`src/hdl/sfdr_pkg.sv`:
```
`timescale 1ns / 1ps
`default_nettype none

package sfdr_pkg;

  // Byte window geometry.
  localparam int WIN_LEN   = 8;
  localparam int FRAME_LEN = 4;

  // Register reset values.
  localparam logic [7:0]  RST_RESPONSE_KEY     = 8'd0;
  localparam logic [7:0]  RST_NO_READ_CODE     = 8'd255;
  localparam logic [8:0]  RST_CONE_LIMIT       = 9'd31;
  localparam logic [7:0]  RST_ABSENT_POSITION  = 8'd0;
  localparam logic [15:0] RST_STALE_TICKS      = 16'd1000;

  localparam logic [15:0] AGE_MAX = 16'hFFFF;

  // Configuration register indexes.
  typedef enum logic [2:0] {
    CFG_RESPONSE_KEY     = 3'd0,
    CFG_NO_READ_CODE     = 3'd1,
    CFG_CONE_LIMIT       = 3'd2,
    CFG_ABSENT_POSITION  = 3'd3,
    CFG_STALE_TICKS      = 3'd4
  } cfg_idx_t;

  // Input item kinds.
  localparam logic KIND_BYTE = 1'b0;
  localparam logic KIND_TICK = 1'b1;

  // Frame event codes.
  typedef enum logic [1:0] {
    EV_NONE    = 2'd0,
    EV_ALIGNED = 2'd1,
    EV_RESYNC  = 2'd2,
    EV_REJECT  = 2'd3
  } event_t;

  // Current register settings.
  typedef struct packed {
    logic [7:0]  response_key;
    logic [7:0]  no_read_code;
    logic [8:0]  cone_limit;
    logic [7:0]  absent_position;
    logic [15:0] stale_ticks;
  } cfg_t;

  // One result item.
  typedef struct packed {
    event_t      frame_event;
    logic        has_cone;
    logic        has_cube;
    logic [7:0]  cone_position;
    logic [7:0]  cube_position;
    logic        data_valid;
  } res_t;

endpackage

`default_nettype wire

```
`src/hdl/sfdr_cfg_regs.sv`:
```
`timescale 1ns / 1ps
`default_nettype none

module sfdr_cfg_regs (
  input  wire logic          clk,
  input  wire logic          rst_n,
  input  wire logic          cfg_valid,
  output logic               cfg_ready,
  input  wire logic [2:0]    cfg_index,
  input  wire logic [15:0]   cfg_data,
  output sfdr_pkg::cfg_t     cfg
);
  import sfdr_pkg::*;

  cfg_t cfg_r, cfg_nxt;

  // Writes are always taken.
  assign cfg_ready = 1'b1;
  assign cfg         = cfg_r;

  // Decode the register index; unknown indexes are dropped.
  always_comb begin
    cfg_nxt = cfg_r;
    if (cfg_valid) begin
      case (cfg_index)
        CFG_RESPONSE_KEY:     cfg_nxt.response_key     = cfg_data[7:0];
        CFG_NO_READ_CODE:     cfg_nxt.no_read_code     = cfg_data[7:0];
        CFG_CONE_LIMIT:       cfg_nxt.cone_limit       = cfg_data[8:0];
        CFG_ABSENT_POSITION:  cfg_nxt.absent_position  = cfg_data[7:0];
        CFG_STALE_TICKS:      cfg_nxt.stale_ticks      = cfg_data;
        default:              cfg_nxt = cfg_r;
      endcase
    end
  end

  always_ff @(posedge clk) begin
    if (!rst_n) begin
      cfg_r.response_key     <= RST_RESPONSE_KEY;
      cfg_r.no_read_code     <= RST_NO_READ_CODE;
      cfg_r.cone_limit       <= RST_CONE_LIMIT;
      cfg_r.absent_position  <= RST_ABSENT_POSITION;
      cfg_r.stale_ticks      <= RST_STALE_TICKS;
    end else begin
      cfg_r <= cfg_nxt;
    end
  end

endmodule

`default_nettype wire

```
`src/hdl/sfdr_core.sv`:
```
`timescale 1ns / 1ps
`default_nettype none

module sfdr_core (
  input  wire logic          clk,
  input  wire logic          rst_n,
  input  wire logic          step,
  input  wire logic          kind,
  input  wire logic [7:0]    rx_byte,
  input  sfdr_pkg::cfg_t     cfg,
  output sfdr_pkg::res_t     res
);
  import sfdr_pkg::*;

  typedef logic [7:0] win_t [WIN_LEN];

  win_t        win_r, win_nxt, win_w;
  logic [1:0]  fill_r, fill_nxt;
  logic        cone_seen_r, cone_seen_nxt;
  logic        cube_seen_r, cube_seen_nxt;
  logic [7:0]  cone_value_r, cone_value_nxt;
  logic [7:0]  cube_value_r, cube_value_nxt;
  logic        valid_r, valid_nxt;
  logic [15:0] age_r, age_nxt;

  event_t      ev;
  logic [2:0]  wr_pos;
  logic [2:0]  take_at;
  logic        take;
  logic [3:0]  ok;
  logic [7:0]  cone_b, cube_b;
  logic        cone_hit, cube_hit;

  // Header match and 8-bit checksum of the frame starting at start.
  function automatic logic frame_ok(input win_t w, input logic [2:0] start,
                                    input logic [7:0] key);
    logic [7:0] sum;
    sum = w[start] + w[3'(start + 3'd1)] + w[3'(start + 3'd2)];
    return (w[start] == key) && (sum == w[3'(start + 3'd3)]);
  endfunction

  // Move the window left, zeros coming in at the top.
  function automatic win_t shift_win(input win_t w, input logic [2:0] by);
    win_t r;
    for (int i = 0; i < WIN_LEN; i++) begin
      if (i + int'(by) < WIN_LEN) r[i] = w[3'(i + int'(by))];
      else                        r[i] = '0;
    end
    return r;
  endfunction

  // Place the new byte and check the four candidate frames in parallel.
  assign wr_pos = {1'b1, fill_r};

  always_comb begin
    win_w = win_r;
    if (kind == KIND_BYTE) win_w[wr_pos] = rx_byte;
    for (int k = 1; k <= FRAME_LEN; k++) begin
      ok[k-1] = frame_ok(win_w, 3'(k), cfg.response_key);
    end
  end

  // Pick the frame: aligned first, then the lowest resync offset.
  always_comb begin
    take    = 1'b0;
    take_at = 3'(FRAME_LEN);
    if (ok[3]) begin
      take = 1'b1;
    end else if (ok[0]) begin
      take = 1'b1;
      take_at = 3'd1;
    end else if (ok[1]) begin
      take = 1'b1;
      take_at = 3'd2;
    end else if (ok[2]) begin
      take = 1'b1;
      take_at = 3'd3;
    end
  end

  // Object bytes of the selected frame.
  assign cone_b   = win_w[3'(take_at + 3'd1)];
  assign cube_b   = win_w[3'(take_at + 3'd2)];
  assign cone_hit = (cone_b != cfg.no_read_code) && ({1'b0, cone_b} < cfg.cone_limit);
  assign cube_hit = (cube_b != cfg.no_read_code);

  // State update for one item.
  always_comb begin
    win_nxt        = win_r;
    fill_nxt       = fill_r;
    cone_seen_nxt  = cone_seen_r;
    cube_seen_nxt  = cube_seen_r;
    cone_value_nxt = cone_value_r;
    cube_value_nxt = cube_value_r;
    valid_nxt      = valid_r;
    age_nxt        = age_r;
    ev             = EV_NONE;
    if (kind == KIND_TICK) begin
      if (age_r != AGE_MAX) age_nxt = age_r + 16'd1;
      if (age_nxt > cfg.stale_ticks) valid_nxt = 1'b0;
    end else if (fill_r != 2'd3) begin
      win_nxt  = win_w;
      fill_nxt = fill_r + 2'd1;
    end else if (take) begin
      win_nxt        = shift_win(win_w, take_at);
      fill_nxt       = 2'(3'(FRAME_LEN) - take_at);
      cone_seen_nxt  = cone_hit;
      cube_seen_nxt  = cube_hit;
      cone_value_nxt = cone_hit ? cone_b : cfg.absent_position;
      cube_value_nxt = cube_hit ? cube_b : cfg.absent_position;
      valid_nxt      = 1'b1;
      age_nxt        = '0;
      ev             = ok[3] ? EV_ALIGNED : EV_RESYNC;
    end else begin
      win_nxt  = shift_win(win_w, 3'(FRAME_LEN));
      fill_nxt = 2'd0;
      ev       = EV_REJECT;
    end
  end

  // The result shows the state after the item.
  always_comb begin
    res.frame_event   = ev;
    res.has_cone      = cone_seen_nxt;
    res.has_cube      = cube_seen_nxt;
    res.cone_position = cone_value_nxt;
    res.cube_position = cube_value_nxt;
    res.data_valid    = valid_nxt;
  end

  always_ff @(posedge clk) begin
    if (!rst_n) begin
      for (int i = 0; i < WIN_LEN; i++) win_r[i] <= '0;
      fill_r       <= '0;
      cone_seen_r  <= 1'b0;
      cube_seen_r  <= 1'b0;
      cone_value_r <= RST_ABSENT_POSITION;
      cube_value_r <= RST_ABSENT_POSITION;
      valid_r      <= 1'b0;
      age_r        <= '0;
    end else if (step) begin
      win_r        <= win_nxt;
      fill_r       <= fill_nxt;
      cone_seen_r  <= cone_seen_nxt;
      cube_seen_r  <= cube_seen_nxt;
      cone_value_r <= cone_value_nxt;
      cube_value_r <= cube_value_nxt;
      valid_r      <= valid_nxt;
      age_r        <= age_nxt;
    end
  end

  // An accepted frame leaves fresh data behind.
  a_accept_fresh: assert property (@(posedge clk) disable iff (!rst_n)
    step && (ev == EV_ALIGNED || ev == EV_RESYNC) |=> valid_r && (age_r == '0))
    else $error("accepted frame did not refresh valid flag and age");

  // A tick never moves the byte position.
  a_tick_keeps_fill: assert property (@(posedge clk) disable iff (!rst_n)
    step && (kind == KIND_TICK) |=> $stable(fill_r))
    else $error("tick changed the fill count");

  // A byte that does not complete a frame advances the fill count by one.
  a_byte_fills: assert property (@(posedge clk) disable iff (!rst_n)
    step && (kind == KIND_BYTE) && (fill_r != 2'd3) |=> fill_r == $past(fill_r) + 2'd1)
    else $error("partial frame byte did not advance the fill count");

  // Object data moves only on an accepted frame.
  a_objects_hold: assert property (@(posedge clk) disable iff (!rst_n)
    !(step && (ev == EV_ALIGNED || ev == EV_RESYNC))
    |=> $stable(cone_value_r) && $stable(cube_value_r))
    else $error("object positions changed without an accepted frame");

endmodule

`default_nettype wire

```
`src/hdl/sensor_frame_deframer_resync_top.sv`:
```
// Path: an accepted item is held in the input register, goes through the frame logic, and its
// result is registered in the output register that drives out_tdata.
// Throughput: one item per cycle, set by the parallel frame checks between the input and
// output registers; a held output stalls the input once the input register holds an item.
// Reset: rst_n is synchronous and active low; it clears the window, flags and counters and
// loads the register defaults.
`timescale 1ns / 1ps
`default_nettype none

module sensor_frame_deframer_resync_top (
  input  wire logic        clk,
  input  wire logic        rst_n,
  // Input item channel.
  input  wire logic        in_tvalid,
  output logic             in_tready,
  input  wire logic [7:0]  in_tdata,   // [7:0] rx_byte
  input  wire logic [0:0]  in_tuser,   // [0] kind
  // Result item channel.
  output logic             out_tvalid,
  input  wire logic        out_tready,
  output logic [23:0]      out_tdata,  // [1:0] frame_event, [2] has_cone, [3] has_cube,
                                       // [11:4] cone_position, [19:12] cube_position,
                                       // [20] data_valid, [23:21] zero
  // Configuration write channel.
  input  wire logic        cfg_valid,
  output logic             cfg_ready,
  input  wire logic [2:0]  cfg_index,
  input  wire logic [15:0] cfg_data
);
  import sfdr_pkg::*;

  cfg_t        cfg;
  res_t        res;

  logic        in_valid_r, in_valid_nxt;
  logic        in_kind_r;
  logic [7:0]  in_byte_r;
  logic        out_valid_r, out_valid_nxt;
  res_t        out_res_r;
  logic        advance;
  logic        step;

  sfdr_cfg_regs u_cfg (
    .clk       (clk),
    .rst_n     (rst_n),
    .cfg_valid (cfg_valid),
    .cfg_ready (cfg_ready),
    .cfg_index (cfg_index),
    .cfg_data  (cfg_data),
    .cfg       (cfg)
  );

  sfdr_core u_core (
    .clk     (clk),
    .rst_n   (rst_n),
    .step    (step),
    .kind    (in_kind_r),
    .rx_byte (in_byte_r),
    .cfg     (cfg),
    .res     (res)
  );

  // The held item moves on whenever the output register is free or being emptied.
  assign advance   = !out_valid_r || out_tready;
  assign step      = in_valid_r && advance;
  assign in_tready = !in_valid_r || advance;

  always_comb begin
    in_valid_nxt = in_valid_r;
    if (in_tvalid && in_tready) in_valid_nxt = 1'b1;
    else if (step)              in_valid_nxt = 1'b0;
  end

  always_comb begin
    out_valid_nxt = out_valid_r;
    if (step)            out_valid_nxt = 1'b1;
    else if (out_tready) out_valid_nxt = 1'b0;
  end

  // Control flags.
  always_ff @(posedge clk) begin
    if (!rst_n) begin
      in_valid_r  <= 1'b0;
      out_valid_r <= 1'b0;
    end else begin
      in_valid_r  <= in_valid_nxt;
      out_valid_r <= out_valid_nxt;
    end
  end

  // Payload registers.
  always_ff @(posedge clk) begin
    if (in_tvalid && in_tready) begin
      in_kind_r <= in_tuser[0];
      in_byte_r <= in_tdata;
    end
    if (step) out_res_r <= res;
  end

  assign out_tvalid = out_valid_r;
  assign out_tdata  = {3'b000,
                       out_res_r.data_valid,
                       out_res_r.cube_position,
                       out_res_r.cone_position,
                       out_res_r.has_cube,
                       out_res_r.has_cone,
                       out_res_r.frame_event};

endmodule

`default_nettype wire

```
`config.mk`:
```
export PLATFORM = sky130hd
export DESIGN_NAME = sensor_frame_deframer_resync_top
export DESIGN_NICKNAME = d
export VERILOG_FILES = /design/src/hdl/sfdr_pkg.sv /design/src/hdl/sfdr_cfg_regs.sv /design/src/hdl/sfdr_core.sv /design/src/hdl/sensor_frame_deframer_resync_top.sv
export SDC_FILE = /design/constraint.sdc
export NUM_CORES = 1
export LEC_CHECK = 0
export ABC_CLOCK_PERIOD_IN_PS = 10550
export BUFFER_PORTS_ARGS = -buffer_cell sky130_fd_sc_hd__buf_4
export CAP_MARGIN = 20
export CELL_PAD_IN_SITES_DETAIL_PLACEMENT = 1
export CELL_PAD_IN_SITES_GLOBAL_PLACEMENT = 2
export CORE_MARGIN = 3
export CORE_UTILIZATION = 35
export CTS_CLUSTER_DIAMETER = 40
export DETAILED_ROUTE_END_ITERATION = 12
export GPL_ROUTABILITY_DRIVEN = 0
export GPL_TIMING_DRIVEN = 0
export PLACE_DENSITY_LB_ADDON = 0.1
export SKIP_LAST_GASP = 1
export SYNTH_ARGS = -nofsm -noshare
export SYNTH_HDL_FRONTEND = slang
export SYNTH_SLANG_ARGS = --single-unit
```
`constraint.sdc`:
```
create_clock -name clk -period 10.55 [get_ports clk]
set_input_delay 1.055 -clock clk [delete_from_list [all_inputs] [get_ports clk]]
set_output_delay 1.055 -clock clk [all_outputs]
set_load 0.03 [all_outputs]
```
==> key figures, run 1 <==
Route
  – Wire length on met2: 31.16 mm
  – Detailed-route via count: 15135
  – Vias per inst: 6.175
  – Wire length per cell after detailed routing: 28.36 um
  – DRT met1 WL: 29.31 mm
  – Detailed Routing Iterations Pass 1: 5
  – DRC violation total after the first TritonRoute iteration: 1484
  – Wirelength, routed: 69.50 mm
  – Detail Route met3 WL: 4.757 mm
  – Top Metal Used: met5
  – Post-route ant nets: 0
  – Number of design rule violations left after detail routing: 0

Yosys
  – Synthesized instance count: 1826
  – Count of unique library cells instantiated by Yosys: 85
  – Fraction of the mapped netlist area in simple logic gates: 17.92%
  – Main area contributors after synthesis: dfxtp_1 21%, edfxtp_1 6.1%, nand2_1 5.5%
  – Cell accounting for the most synthesized area: dfxtp_1
  – Async set-reset flop share out of synthesis: 0%
  – Number of storage elements in the synthesis netlist: 182
  – Sequential area share after synthesis: 26.80%
  – Arithmetic-cell share of the synthesized area counting full adders, half adders and majority gates: 8.979%
  – Mux contribution to synthesized area: 9.038%
  – Mean instance size in the synthesized netlist: 8.059 um2
  – Post-Syn Area: 0.01472 mm2
  – Post-synth top area share: 20.68%
  – Xor/xnor share of the synthesized area: 7.057%
  – Leading register cell type out of synthesis: dfxtp_1
  – Dominant combinational cell family by area after synthesis: compound AO/OA/AOI/OAI gates
  – Cell with the most instances after synthesis: nand2_1
  – Leading cell types by count after synthesis: 216 x nand2_1, 156 x nor2_1, 152 x dfxtp_1
  – Number of enable-type register cells in the synthesized netlist: 30
  – Yosys warning total: 0
  – Compound-Gate Fraction of Synth Area: 23.76%

STA
  – Final Setup Violations: 0
  – Max Transition Viols Final: 0
  – Share of the cycle needed by the critical path after routing: 95.48%
  – Relative max-transition margin: 17.37%
  – Worst Tran Pin Value: 1205 ps
  – Final Hold Violating Endpoints: 0
  – Final hold slack: 456.2 ps
  – Worst-case clock skew: 13.52 ps
  – Minimum clock period: 10070 ps
  – Max Clk Rate: 99.27 MHz

Worst setup path
  – Cell seen most often among critical-path stages: ha_1
  – Top fanout value on the critical path: 10
  – Largest stage delay on the critical path: 950 ps
  – Slowest CP cell: xnor2_1
  – Arrival @ worst endpoint: 10260 ps
  – Cell class contributing the biggest share of worst-path delay: compound AO/OA/AOI/OAI gates
  – CP Launch Type: flip-flop
  – Critical path endpoint category: flip-flop
  – Required time reported for the critical path endpoint: 10740 ps
  – Critical path class: flip-flop to flip-flop
  – Critical path buffer and inverter count: 7

Floorplanning
  – Floorplan core area: 0.04120 mm2
  – Starting Density: 35.72%
  – DIE HEIGHT: 211.0 um
  – Cell row count: 74
  – Die Span X: 211.0 um
  – Die area: 0.04454 mm2
  – Top Ports: 60

Flow run
  – Max-capacitance violation count: 0

Global routing
  – Global-route wire length before repair: 102.8 mm
  – Tot GR Track Use: 31.25%
  – Remaining global-route overflow: 0
  – Number of antenna violations at the first check in global routing: 1
  – Number of global-route vias before repair: 15333
  – Largest net degree at the start of global routing: 28

Pwr
  – Net switching power of the design: 918.1 uW
  – Areal power density over the cells: 136.9 mW/mm2
  – Worst IR Drop VDD: 0.1214 mV
  – Sequential share of power: 32.1%
  – Portion of total power attributed to the clock network: 29.5%
  – Share of power burned in combinational logic: 38.4%
  – Leakage: 6.555 nW
  – Switching Fraction: 40.12%
  – P_int: 1.370 mW

Placed design
  – Half-perimeter wire length after detailed placement: 54.70 mm
  – Placement-stage cell area: 0.01584 mm2
  – Port-buffer cells: 54

Clock network
  – Maximum number of buffers from clock root to sink: 2
  – Register clock-pin slew on the reported worst setup and hold paths: 70 ps
  – Maximum level of the CTS H-tree: 4
  – Clock buffer count from CTS: 17
  – CTS sink cnt: 182
  – TritonCTS clock tree: yes
  – Count of hold buffers inserted by post-cts repair: 0
  – Worst-Skew Late Latency: 460 ps
  – Root Buffer: clkbuf_16

Cells and area
  – Filler Cell Count: 4988
  – Final instance area: 0.01672 mm2
  – N_diodes: 0
  – Area added between synthesis and finish: 13.62%
  – Share of layout cells above drive strength 1: 11.93%
  – Net count, final: 2030

Hold path
  – Worst min-delay path category: flip-flop to flip-flop

Run status
  – Result of the run: finished, final reports clean
[area by class of cell]
class / count / area (um2) / area share [%]
Clock buffer: 17 / 425.4 / 2.544
Timing Repair Buffer: 64 / 500.5 / 2.993
Multi-Input combinational cell: 1413 / 10030 / 59.98
Sequential cell: 182 / 3944 / 23.59
Tap cell: 532 / 665.6 / 3.981
Inverter: 99 / 377.9 / 2.260
Buffer: 130 / 601.8 / 3.599
Clock inverter: 14 / 176.4 / 1.055
[placed cells by master, fill, tap and decap left out, drive strengths merged, types with 8 or more instances in the layout]
cell type and count:
mux2i 69, o21ai 126, nor4 13, mux4 18
nor2b 14, nor3 20, xor2 26, a22oi 40
clkbuf 113, nand3 44, nor2 156, o221ai 26
a211oi 41, fa 26, o211ai 53, dfxtp 152
o31ai 10, a21o 23, a21oi 139, mux2 14
nand2 216, ha 64, buf 98, and3 18
nand4 13, or2 10, inv 102, nand2b 25
edfxtp 30, xnor2 87, o22ai 8
[worst reg2reg max path, delay by kind of cell (launching register included)]
| kind | cells | cell delay (ps) |
|---|---|---|
| adder cells (fa/ha/maj) | 5 | 1780 |
| XOR/XNOR | 3 | 1450 |
| AO/OA/AOI/OAI | 12 | 2270 |
| multiplexers | 2 | 910 |
| AND/OR/NAND/NOR | 7 | 930 |
| buffers and inverters | 7 | 2050 |
| flip-flops | 1 | 430 |
[per-layer routing]
metal	vias up	track usage (%)
met3	187	4.441
met2	663	50.28
met1	7548	40.90
met4	2	16.40
li1	6735	-
met5	-	0
[what timing repair did]
| action | in CTS | in global routing |
|---|---|---|
| setup buffers | 1 | 2 |
| pin swaps | 0 | 3 |
| endpoints found under the setup margin | 49 | 18 |
| endpoints found under the hold margin | 0 | 0 |
| resized for setup | 44 | 36 |
[power by group through the flow]
stage          clock network [mW]  logic, mW  registers (mW)
2_1_floorplan                   0      0.519           0.750
3_3_place_gp                    0      0.802           0.749
3_5_place_dp                    0      0.814           0.750
4_1_cts                     0.688      0.838           0.735
5_1_grt                     0.720      0.933           0.737
6_report                    0.675      0.879           0.735
[flip-flops by register name, indices dropped and copies added, names as in the netlist, 2 cells and up]
name                 flops
in_byte_r                8
out_tdata               21
u_cfg.cfg               49
u_core.age_r            16
u_core.cone_value_r      8
u_core.cube_value_r      8
u_core.fill_r            2
u_core.win_r            64
[through the flow]
stage	instances	worst slack [ps]	util (%)	TNS, ps	power [mW]
3_5_place_dp	2420	-3191	38.44	-69750	1.564
5_1_grt	2451	-0.08171	40.58	-0.08171	2.390
4_1_cts	2450	11.73	40.28	0	2.261
6_report	2451	476.5	40.58	0	2.288
2_1_floorplan	1828	756.4	-	0	1.269
3_3_place_gp	2414	-3137	38.33	-69770	1.552
[kinds of logic (layout without fill, tap and decap cells)]
kind of cell | after synthesis | after routing
buf+inv | 233 | 324
flops | 182 | 182
simple gates | 568 | 568
mux | 101 | 101
compound gates | 536 | 536
xor+xnor | 114 | 114
fa+ha+maj | 90 | 90
other cells | 2 | 4
[path summary, 6_finish.rpt]
check,end,slack (ps),startpoint,depth (start not counted)
setup / recovery,out_tdata[5],480,u_core.fill_r[0],36
hold / removal,u_cfg.cfg[30],460,u_cfg.cfg[30],2
setup reg to reg,out_tdata[5],480,u_core.fill_r[0],36
hold reg to reg,u_cfg.cfg[30],460,u_cfg.cfg[30],2
No activity file was read; power rests on OpenSTA's default activity.
==> run 2, diff against run 1 <==
--- a/config.mk
+++ b/config.mk
@@ -17,6 +17,7 @@
 export GPL_ROUTABILITY_DRIVEN = 0
 export GPL_TIMING_DRIVEN = 0
 export PLACE_DENSITY_LB_ADDON = 0.1
+export REMOVE_ABC_BUFFERS = 1
 export SKIP_LAST_GASP = 1
 export SYNTH_ARGS = -nofsm -noshare
 export SYNTH_HDL_FRONTEND = slang
==> run 2 against run 1 <==
  * Clock skew up 1.9 ps
  * Register-to-register slack gained 170 ps
  * Critical path type unchanged
  * Combinational power up 2%
  * Non-clock buffer count is 84 lower
==> key figures, run 2 (synthesis results as in run 1) <==
Pwr
  – P_int: 1.365 mW
  – Net switching power of the design: 965.0 uW
  – Share of power burned in combinational logic: 38.6%
  – Worst IR Drop VDD: 0.1026 mV
  – Leakage: 6.617 nW
  – Areal power density over the cells: 138.0 mW/mm2
  – Sequential share of power: 31.7%
  – Switching Fraction: 41.42%
  – Portion of total power attributed to the clock network: 29.7%

STA
  – Minimum clock period: 9901 ps
  – Final TNS setup: 0 ps
  – Max Transition Viols Final: 0
  – Final Hold Violating Endpoints: 0
  – Worst Tran Pin Value: 1149 ps
  – Worst-case clock skew: 15.45 ps
  – Share of the cycle needed by the critical path after routing: 93.85%
  – Relative max-transition margin: 23.43%
  – Final Setup Violations: 0
  – Unrepaired setup endpoints after global routing: false
  – Max Clk Rate: 101.0 MHz

Worst setup path
  – Critical path endpoint category: flip-flop
  – Slowest CP cell: mux2i_1
  – Largest stage delay on the critical path: 850 ps
  – Arrival @ worst endpoint: 10120 ps
  – Reg-to-reg critical path startpoint: u_core.fill_r[1]
  – Critical path class: flip-flop to flip-flop
  – Required time reported for the critical path endpoint: 10760 ps
  – CP Launch Type: flip-flop
  – CP Launch Point: u_core.fill_r[1]
  – Top fanout value on the critical path: 31

Cells and area
  – Register name with the most flops: u_core.win_r
  – Top library cells by usage in the layout, fill and taps aside: 214 x nand2_1, 153 x nor2_1, 152 x dfxtp_1
  – Most common cell after layout, fill and taps aside: nand2_1
  – Area added between synthesis and finish: 14.78%
  – N_diodes: 0
  – Net count, final: 1947
  – Share of layout cells above drive strength 1: 13.66%
  – Final instance area: 0.01689 mm2
  – Final cell utilization of the core: 40.99%
  – Max FFs per register: 64

Placed design
  – Placement-stage cell area: 0.01590 mm2
  – Port-buffer cells: 55
  – Half-perimeter wire length after detailed placement: 48.13 mm

Route
  – Wirelength, routed: 64.40 mm
  – Vias per inst: 6.121
  – Detailed-route via count: 14501
  – Post-route ant nets: 0
  – Number of design rule violations left after detail routing: 0
  – Wire length per cell after detailed routing: 27.19 um
  – DRC violation total after the first TritonRoute iteration: 998
  – Detailed Routing Iterations Pass 1: 5

Clock network
  – TritonCTS clock tree: yes
  – Register clock-pin slew on the reported worst setup and hold paths: 80 ps
  – Maximum number of buffers from clock root to sink: 2
  – Root Buffer: clkbuf_16
  – Maximum level of the CTS H-tree: 4
  – Worst-Skew Late Latency: 510 ps
  – Count of hold buffers inserted by post-cts repair: 0
  – Clock buffer count from CTS: 17
  – CTS sink cnt: 182

Floorplanning
  – Die area: 0.04454 mm2
  – Starting Density: 35.72%
  – Top Ports: 60
  – Die Span X: 211.0 um
  – DIE HEIGHT: 211.0 um
  – Floorplan core area: 0.04120 mm2
  – Cell row count: 74

Hold path
  – Worst min-delay path startpoint: u_core.cube_seen_r
  – Worst min-delay path category: flip-flop to flip-flop

Global routing
  – Tot GR Track Use: 29.11%
  – Global-route wire length before repair: 95.86 mm
  – Remaining global-route overflow: 0
  – Number of global-route vias before repair: 14594
  – Largest net degree at the start of global routing: 87
  – Number of antenna violations at the first check in global routing: 1

Run status
  – Result of the run: finished, final reports clean

Flow run
  – Max-capacitance violation count: 0
[run 2: cell type report]
cell class                 count  area, um2
multi-input combinational   1414      10120
sequential                   182       3944
clock buffer                  17      425.4
fill                        4889      24310
timing repair buffer         110       1151
clock inverter                15      192.7
tap                          532      665.6
inverter                      99      386.6
[run 2: final timing paths]
path                        end  slack [ps]  depth (start not counted)
max               out_tdata[11]         650                         37
min          u_core.cube_seen_r         460                          2
max reg2reg       out_tdata[11]         650                         37
min reg2reg  u_core.cube_seen_r         460                          2
[run 2: worst max-delay path, delay by kind of cell, from the launching register on]
kind                       cells  cell delay (ps)
DFF                            1              350
and+or+nand+nor                8             1310
muxes                          2             1130
xor gates and xnor gates       2              690
AOI/OAI and AO/OA             13             2880
adders and majority gates      5             1870
buffers and inverters          7             1310
[run 2: power by group through the flow]
stage          sequential [mW]  clock (mW)  combinational, mW
6_report                 0.738       0.693              0.899
2_1_floorplan            0.753           0              0.488
3_3_place_gp             0.754           0              0.762
5_1_grt                  0.740       0.736              0.960
3_5_place_dp             0.754           0              0.833
4_1_cts                  0.738       0.719              0.867
[run 2: timing repair]
item	4_1_cts	5_1_grt
pin swaps	4	2
gates resized for setup	19	13
setup endpoints to repair	18	18
gates cloned	1	0
setup buffers	12	12
[run 2: routing by layer]
layer / vias up / track usage (%) / share of wire [%]
li1: 6570 / - / -
met1: 7309 / 37.58 / 44
met2: 473 / 46.74 / 45
met3: 149 / 4.500 / 5.0
met4: 0 / 16.21 / 5.9
met5: - / 0 / 0
[run 2: through the flow]
stage          cells  hold slack (ps)  worst slack, ps  total power, mW
6_report        2369            458.6            648.7            2.330
4_1_cts         2356            461.0            55.35            2.324
5_1_grt         2369            481.1            128.2            2.436
3_5_place_dp    2311            449.9            -2072            1.588
2_1_floorplan   1694            431.6            -2783            1.240
3_3_place_gp    2281            440.4           -10180            1.516
==> run 3, diff against run 2 <==
--- a/config.mk
+++ b/config.mk
@@ -10,7 +10,7 @@
 export CAP_MARGIN = 20
 export CELL_PAD_IN_SITES_DETAIL_PLACEMENT = 1
 export CELL_PAD_IN_SITES_GLOBAL_PLACEMENT = 2
-export CORE_MARGIN = 3
+export CORE_MARGIN = 1
 export CORE_UTILIZATION = 35
 export CTS_CLUSTER_DIAMETER = 40
 export DETAILED_ROUTE_END_ITERATION = 12
==> run 3 against run 2 <==
  * Cell count decreased by 0.34%
  * Clock power about the same
  * Flip-flop and latch count unchanged
  * Global-route usage increased by 1.1 points
  * Via count decreased by 0.29%
  * Clock-buffer cell count unchanged
  * First-iteration DRC count increased by 13%
  * Total power decreased by 0.97%
  * Critical endpoint is now out_tdata[6]
==> key figures, run 3 (synthesis results as in run 1) <==
Pwr
  – Worst IR Drop VDD: 0.09275 mV
  – Pwr Total: 2.307 mW
  – Areal power density over the cells: 137.6 mW/mm2
  – Leakage: 6.583 nW

Clock network
  – Register clock-pin slew on the reported worst setup and hold paths: 80 ps
  – Maximum number of buffers from clock root to sink: 2
  – CTS sink cnt: 182
  – Maximum level of the CTS H-tree: 4
  – TritonCTS clock tree: yes
  – Root Buffer: clkbuf_16
  – Clock buffer count from CTS: 17
  – Count of hold buffers inserted by post-cts repair: 0
  – Worst-Skew Late Latency: 500 ps

Floorplanning
  – Die Span X: 207.0 um
  – Floorplan core area: 0.04111 mm2
  – Cell row count: 74
  – Die area: 0.04287 mm2
  – Top Ports: 60
  – DIE HEIGHT: 207.0 um
  – Starting Density: 35.80%

Hold path
  – Worst min-delay path category: flip-flop to flip-flop

Worst setup path
  – Total number of cells along the worst setup path: 38
  – Critical path buffer and inverter count: 8
  – Worst reg2reg setup slack: 480 ps
  – Largest stage delay on the critical path: 550 ps
  – CP Launch Point: u_core.fill_r[0]
  – Cell class contributing the biggest share of worst-path delay: compound AO/OA/AOI/OAI gates
  – Reg-to-reg critical path startpoint: u_core.fill_r[0]
  – Slowest CP cell: fa_1
  – Depth of the most critical reg-to-reg path: 38
  – Required time reported for the critical path endpoint: 10780 ps
  – Critical path class: flip-flop to flip-flop
  – Critical path endpoint category: flip-flop
  – CP Launch Type: flip-flop
  – End point of the critical path: out_tdata[6]
  – Top fanout value on the critical path: 30
  – Arrival @ worst endpoint: 10300 ps
  – Worst R2R End: out_tdata[6]

Route
  – Detailed Routing Iterations Pass 1: 7
  – DRC violation total after the first TritonRoute iteration: 1123
  – Vias per inst: 6.124
  – Wirelength, routed: 63.87 mm
  – Detailed-route via count: 14459
  – Post-route ant nets: 0
  – Number of design rule violations left after detail routing: 0
  – Wire length per cell after detailed routing: 27.05 um

Cells and area
  – Post-route non-filler standard cell count: 2361
  – Register name with the most flops: u_core.win_r
  – Top library cells by usage in the layout, fill and taps aside: 215 x nand2_1, 153 x nor2_1, 152 x dfxtp_1
  – Max FFs per register: 64
  – Filler Cell Count: 4862
  – Share of layout cells above drive strength 1: 13.12%
  – Net count, final: 1939
  – Area added between synthesis and finish: 13.99%
  – Most common cell after layout, fill and taps aside: nand2_1
  – N_diodes: 0

Global routing
  – GR peak layer: met2
  – Tot GR Track Use: 30.19%
  – Number of global-route vias before repair: 14470
  – Met2 usage: 47.86%
  – Largest net degree at the start of global routing: 68
  – Global-route wire length before repair: 95.65 mm
  – Global Route met3 Usage: 3.911%
  – Number of antenna violations at the first check in global routing: 1
  – Met1 GRT Util: 39.01%
  – Remaining global-route overflow: 0

Flow run
  – Max-capacitance violation count: 0

STA
  – Max Clk Rate: 99.28 MHz
  – Share of the cycle needed by the critical path after routing: 95.48%
  – Final setup margin: 477.3 ps
  – Max Transition Viols Final: 0
  – Final Hold Violating Endpoints: 0
  – Relative max-transition margin: 24.48%
  – Minimum clock period: 10070 ps
  – Final TNS setup: 0 ps
  – Unrepaired setup endpoints after global routing: false
  – Worst-case clock skew: 17.30 ps
  – Final Setup Violations: 0
  – Worst Tran Pin Value: 1133 ps

Placed design
  – Worst setup timing slack at the placement stage: -2178 ps
  – Post-placement cell count: 2313
  – Port-buffer cells: 55
  – Half-perimeter wire length after detailed placement: 48.00 mm

Run status
  – Result of the run: finished, final reports clean
run 3: final cells by class:
| type | count | area (um2) | share of cell area (%) |
|---|---|---|---|
| Tap cell | 532 | 665.6 | 3.968 |
| Timing Repair Buffer | 103 | 1081 | 6.445 |
| Clock inverter | 15 | 187.7 | 1.119 |
| Inverter | 99 | 382.9 | 2.283 |
| Clock buffer | 17 | 425.4 | 2.536 |
| Multi-Input combinational cell | 1413 | 10090 | 60.14 |
| Sequential cell | 182 | 3944 | 23.51 |
run 3: tightest hold or removal path, cell delays in order (launching register included):
cell	delay, ps
dfxtp_1	310
nand2_1	50
a21oi_1	50
run 3: through the flow:
stage          utilization (%)  hold slack (ps)  area [um2]
2_1_floorplan                -            431.6       14160
3_3_place_gp             37.06            440.4       15230
3_5_place_dp             38.67            447.3       15900
4_1_cts                  40.61            459.3       16690
5_1_grt                  40.80            478.9       16770
6_report                 40.80            456.5       16770
run 3: power by group:
part	switching [mW]	total [mW]	internal, mW
clock	0.352	0.692	0.340
combinational	0.586	0.878	0.292
sequential	0.0183	0.738	0.720
run 3: per-layer routing:
| metal | wire, um | vias up |
|---|---|---|
| met2 | 29020 | 500 |
| li1 | - | 6553 |
| met5 | 0 | - |
| met4 | 3979 | 0 |
| met1 | 27720 | 7252 |
| met3 | 3147 | 154 |
run 3: worst min path at each step:
| stage | start | to | slack, ps | depth (start not counted) |
|---|---|---|---|---|
| after global routing | u_cfg.cfg[10] | u_cfg.cfg[10] | 480 | 2 |
| after CTS | u_core.cube_seen_r | u_core.cube_seen_r | 460 | 2 |
| after global placement | u_core.cube_seen_r | u_core.cube_seen_r | 440 | 2 |
| after floorplan | u_core.valid_r | u_core.valid_r | 430 | 2 |
| final | u_cfg.cfg[10] | u_cfg.cfg[10] | 460 | 2 |
| after detailed placement | u_core.cube_seen_r | u_core.cube_seen_r | 450 | 2 |
run 3: timing repair:
| item | CTS | global route |
|---|---|---|
| buffers inserted | 11 | 4 |
| pin swaps | 3 | 0 |
| endpoints found under the setup margin | 18 | 18 |
| gates cloned | 0 | 0 |
| resized for setup | 18 | 8 |
